==> config.mk <==
export PLATFORM = sky130hd
export DESIGN_NAME = bsc_queue
export DESIGN_NICKNAME = d
export VERILOG_FILES = /design/src/rtl/bsc_pkg.sv /design/src/rtl/bsc_queue.sv
export SDC_FILE = /design/constraint.sdc
export NUM_CORES = 1
export LEC_CHECK = 0
export BUFFER_PORTS_ARGS = -buffer_cell sky130_fd_sc_hd__buf_2
export CORE_UTILIZATION = 40
export CTS_CLUSTER_SIZE = 40
export DETAILED_ROUTE_END_ITERATION = 8
export SLEW_MARGIN = 40
export SYNTH_ARGS = -nofsm -noshare
export SYNTH_HDL_FRONTEND = slang
export SYNTH_SLANG_ARGS = --single-unit
==> constraint.sdc <==
create_clock -name clk -period 6.87 [get_ports clk]
set_input_delay 0.687 -clock clk [delete_from_list [all_inputs] [get_ports clk]]
set_output_delay 0.687 -clock clk [all_outputs]
set_load 0.03 [all_outputs]
==> src/rtl/bsc_pkg.sv <==
`default_nettype none
package bsc_pkg;

  localparam int QDEPTH  = 2;
  localparam int QPTR_W  = $clog2(QDEPTH);
  localparam int QCNT_W  = $clog2(QDEPTH + 1);
  localparam int DIV_STAGES = 64;

  // register indexes
  localparam logic [1:0] REG_CAL_TEMP    = 2'd0;
  localparam logic [1:0] REG_CAL_PRESS_A = 2'd1;
  localparam logic [1:0] REG_CAL_PRESS_B = 2'd2;
  localparam logic [1:0] REG_CAL_PRESS_C = 2'd3;

  localparam logic signed [31:0] C_FINE_OFS = 32'sd128000;
  localparam logic signed [31:0] C_TEMP_OFS = 32'sd128;
  localparam logic [20:0]        C_P_FULL   = 21'd1048576;
  localparam logic [11:0]        C_NUM_MUL  = 12'd3125;
  localparam logic signed [63:0] C_DEN_BIAS = 64'sh0000_8000_0000_0000;

  typedef struct packed {
    logic [19:0] raw_pressure;
    logic [19:0] raw_temperature;
  } in_t;

  typedef struct packed {
    logic signed [31:0] temperature;
    logic [31:0]        pressure;
    logic               pressure_valid;
  } res_t;

  typedef struct packed {
    logic [47:0] press_c;
    logic [47:0] press_b;
    logic [47:0] press_a;
    logic [47:0] temp;
  } cal_t;

  // front to back: temperature result, signed numerator, signed divisor
  typedef struct packed {
    logic [31:0]        temp;
    logic [63:0]        num;
    logic signed [30:0] den;
  } q_item_t;

  typedef struct packed {
    logic [30:0] rem;
    logic [63:0] quo;
    logic [30:0] md;
    logic        neg;
    logic        zero;
    logic [31:0] temp;
  } div_t;

  // one restoring division step: shift in the next numerator bit
  function automatic div_t div_step(input div_t s);
    div_t r;
    logic [31:0] r2;
    logic [31:0] diff;
    logic        qb;
    r    = s;
    r2   = {s.rem, s.quo[63]};
    diff = r2 - {1'b0, s.md};
    qb   = (r2 >= {1'b0, s.md});
    r.rem = qb ? diff[30:0] : r2[30:0];
    r.quo = {s.quo[62:0], qb};
    return r;
  endfunction

endpackage
`default_nettype wire

==> src/rtl/bsc_queue.sv <==
`default_nettype none
module bsc_queue (
  input  wire logic             clk,
  input  wire logic             rst,
  input  wire logic             push,
  input  wire bsc_pkg::q_item_t push_item,
  output logic                  full,
  input  wire logic             pop,
  output logic                  avail,
  output bsc_pkg::q_item_t      head
);
  import bsc_pkg::*;

  q_item_t             mem [QDEPTH];
  logic [QPTR_W-1:0]   wptr;
  logic [QPTR_W-1:0]   rptr;
  logic [QCNT_W-1:0]   count;
  logic                do_push;
  logic                do_pop;

  assign full    = (count == QCNT_W'(QDEPTH));
  assign avail   = (count != '0);
  assign do_push = push && !full;
  assign do_pop  = pop && avail;
  assign head    = mem[rptr];

  always_ff @(posedge clk) begin
    if (do_push) begin
      mem[wptr] <= push_item;
    end
  end

  always_ff @(posedge clk) begin
    if (rst) begin
      wptr  <= '0;
      rptr  <= '0;
      count <= '0;
    end else begin
      if (do_push) begin
        wptr <= (wptr == QPTR_W'(QDEPTH - 1)) ? '0 : wptr + 1'b1;
      end
      if (do_pop) begin
        rptr <= (rptr == QPTR_W'(QDEPTH - 1)) ? '0 : rptr + 1'b1;
      end
      count <= count + QCNT_W'(do_push) - QCNT_W'(do_pop);
    end
  end

endmodule
`default_nettype wire

==> results.txt <==
Leakage = 4.620 nW
Wirelength per Cell = 17.51 um
Hold-fix buffers at CTS = 0
Critical Path, Cell by Cell = buf_6 > mux2_2 > buf_2
Post-route ant nets = 0
DR vias = 4,865
DR iter-0 viols = 227
CTS H-tree depth = 1
Design Power = 5.289 mW
FFs w/ async S/R, synth = 0
Sequential-to-total area share from yosys stat = 0.8128
Main flop type after synthesis = edfxtp_1
Worst-path maximum fanout = 61
Count of final hold-check violations = 0
Pre-antenna DRT Iters = 4
CTS clk-pin slew, worst paths = 0.06 ns
Levels on crit path = 3
Crit path max-delay family = buffers and inverters
Pre-CTS setup slack = 3.865 ns
Max Slew Vio Count = 0
Cell with the biggest individual delay on the critical path = dfxtp_4
Post-synth EDFFs = 254
I/O pin total = 260
Rows = 56
Setup crit end kind = output port
Die height = 156.2 um
Count leader, synth = edfxtp_1
Pwr Density = 432.9 mW/mm^2
Vias in the first global route = 5,119
RSZ-0062 raised after global routing = false
Vias/cell = 4.664
Critical path launch point type = flip-flop
Area share of the largest cell type after synthesis = 0.8023
VDD IR max = 0.3157 mV
Min-Delay Path Class = in2reg
Syn Inst Count = 422
M1 wire length = 7390 um
Crit path required time = 6.18 ns
Crit path buf inv count = 2
Design area = 0.01222 mm^2
CP Data Arrival Time = 2.40 ns
Sink Count = 259
Total routed wirelength = 18,270 um
Layout cells sized above 1 = 0.6122
Worst Skew = 0.01343 ns
Tmin final = 3.087 ns
Final WS setup = 3.783 ns
Inserted Clock Buffers = 27
Max_cap viols = 0
Met3 WL = 1520 um
R2R cell count = 5
Final worst path period share = 0.4493
Outcome = complete, no violations
Synth unique cells = 22
Post-Syn Area = 0.009507 mm^2
Leading area contributor after synthesis = edfxtp_1
CTS Buffer Depth = 3
Clock latency at the later pin of the worst-skew pair = 0.52 ns
Root Driver = clkbuf_16
HP Start = push_item[99]
Most frequent cells after synthesis = 254 x edfxtp_1, 97 x mux2_2, 30 x mux2_4
Placed Cells = 991
Synthesized flop and latch total = 259
DIE AREA = 0.02439 mm^2
Nets = 834
Initial antenna violation count = 3
CTS tree = yes
Max Used Layer = met5
R2r startpoint = count[0]
WS Path Type = reg2out
Hold Path Stages = 1
Initial Util = 0.4062
CTS resizes = 0
Core ar. = 0.02340 mm^2
Ys Warns = 0
Max incr delay on CP = 0.63 ns
Port bufs = 259
Largest net degree at the start of global routing = 66
Die W = 156.2 um
DRC violations left = 0
Final design utilization = 0.5220
Fill count = 1,957
Post-detail-place hpwl = 12,110 um
Final setup fails = 0
Hold Slack = 0.3487 ns
Area grow syn2layout = 28.51%
Slew @ Worst Pin = 0.6710 ns
Top cells by area, synth = edfxtp_1 80%, mux2_2 11%, mux2_4 4.7%, dfxtp_1 1.1%, buf_6 0.59%
Placed cell area = 0.01119 mm^2
Syn nets = 555
All-Layer GR Usage = 0.1438
Setup bufs post-CTS = 0
Fin cells = 1,043
Post-synthesis area per instance = 22.53 um^2
Setup TNS = 0 ns
DR WL met2 = 8918 um
First-pass GRT wire length = 27,020 um
Routability cong. = 0.7175
Peak Freq = 324.0 MHz
Rel. slew slack = 0.5527
Gr ovfl total = 0
metal layers:
metal	GRT usage	vias to the layer above
met4	0.04528	2
li1	-	2232
met3	0.04306	35
met1	0.1770	2402
met2	0.2428	194
met5	0	-
final cells by class:
type,count,area [um^2],share of cell area
inverter,4,20.02,0.001639
tap,319,399.1,0.03267
antenna,2,5.005,0.0004097
sequential,259,7731,0.6328
clock inverter,22,344.1,0.02816
multi-input combinational,145,1668,0.1365
clock buffer,28,679.4,0.05561
timing repair buffer,264,1370,0.1121
power breakdown:
| part | leakage [nW] | switching, mW | internal (mW) |
|---|---|---|---|
| Clock | 0.498 | 0.576 | 1.06 |
| Combinational | 1.71 | 1.00 | 0.556 |
| Sequential | 2.41 | 0.0820 | 2.01 |
flip-flops by register name (all words and copies together), names as in the netlist, named ones only:
name   flops
count      2
wptr       1
mem      254
rptr       1
placed cells by master (no fill, tap or decap), drive strengths merged, types with 2 or more instances in the layout:
| cell | count |
|---|---|
| buf | 264 |
| bufinv | 9 |
| clkbuf | 28 |
| clkinv | 10 |
| clkinvlp | 2 |
| dfxtp | 5 |
| diode | 2 |
| edfxtp | 254 |
| ha | 2 |
| inv | 5 |
| mux2 | 127 |
| nor2 | 3 |
kinds of logic (layout without fill, tap and decap cells):
family / after synthesis / count (layout) / synth area share
DFF: 259 / 259 / 0.8128
muxes: 127 / 127 / 0.1623
buffers and inverters: 18 / 318 / 0.01224
and+or+nand+nor: 11 / 11 / 0.006319
AOI/OAI and AO/OA: 3 / 3 / 0.001842
adders and majority gates: 2 / 2 / 0.002632
xor gates and xnor gates: 2 / 2 / 0.001843
other: 0 / 2 / 0
final timing paths:
path	endpoint	slack, ns
max	head[58]	3.78
min	mem[1][99]	0.35
max reg2reg	mem[0][38]	4.33
min reg2reg	wptr	0.50
Note: power is estimated with default switching activity, not from simulation.
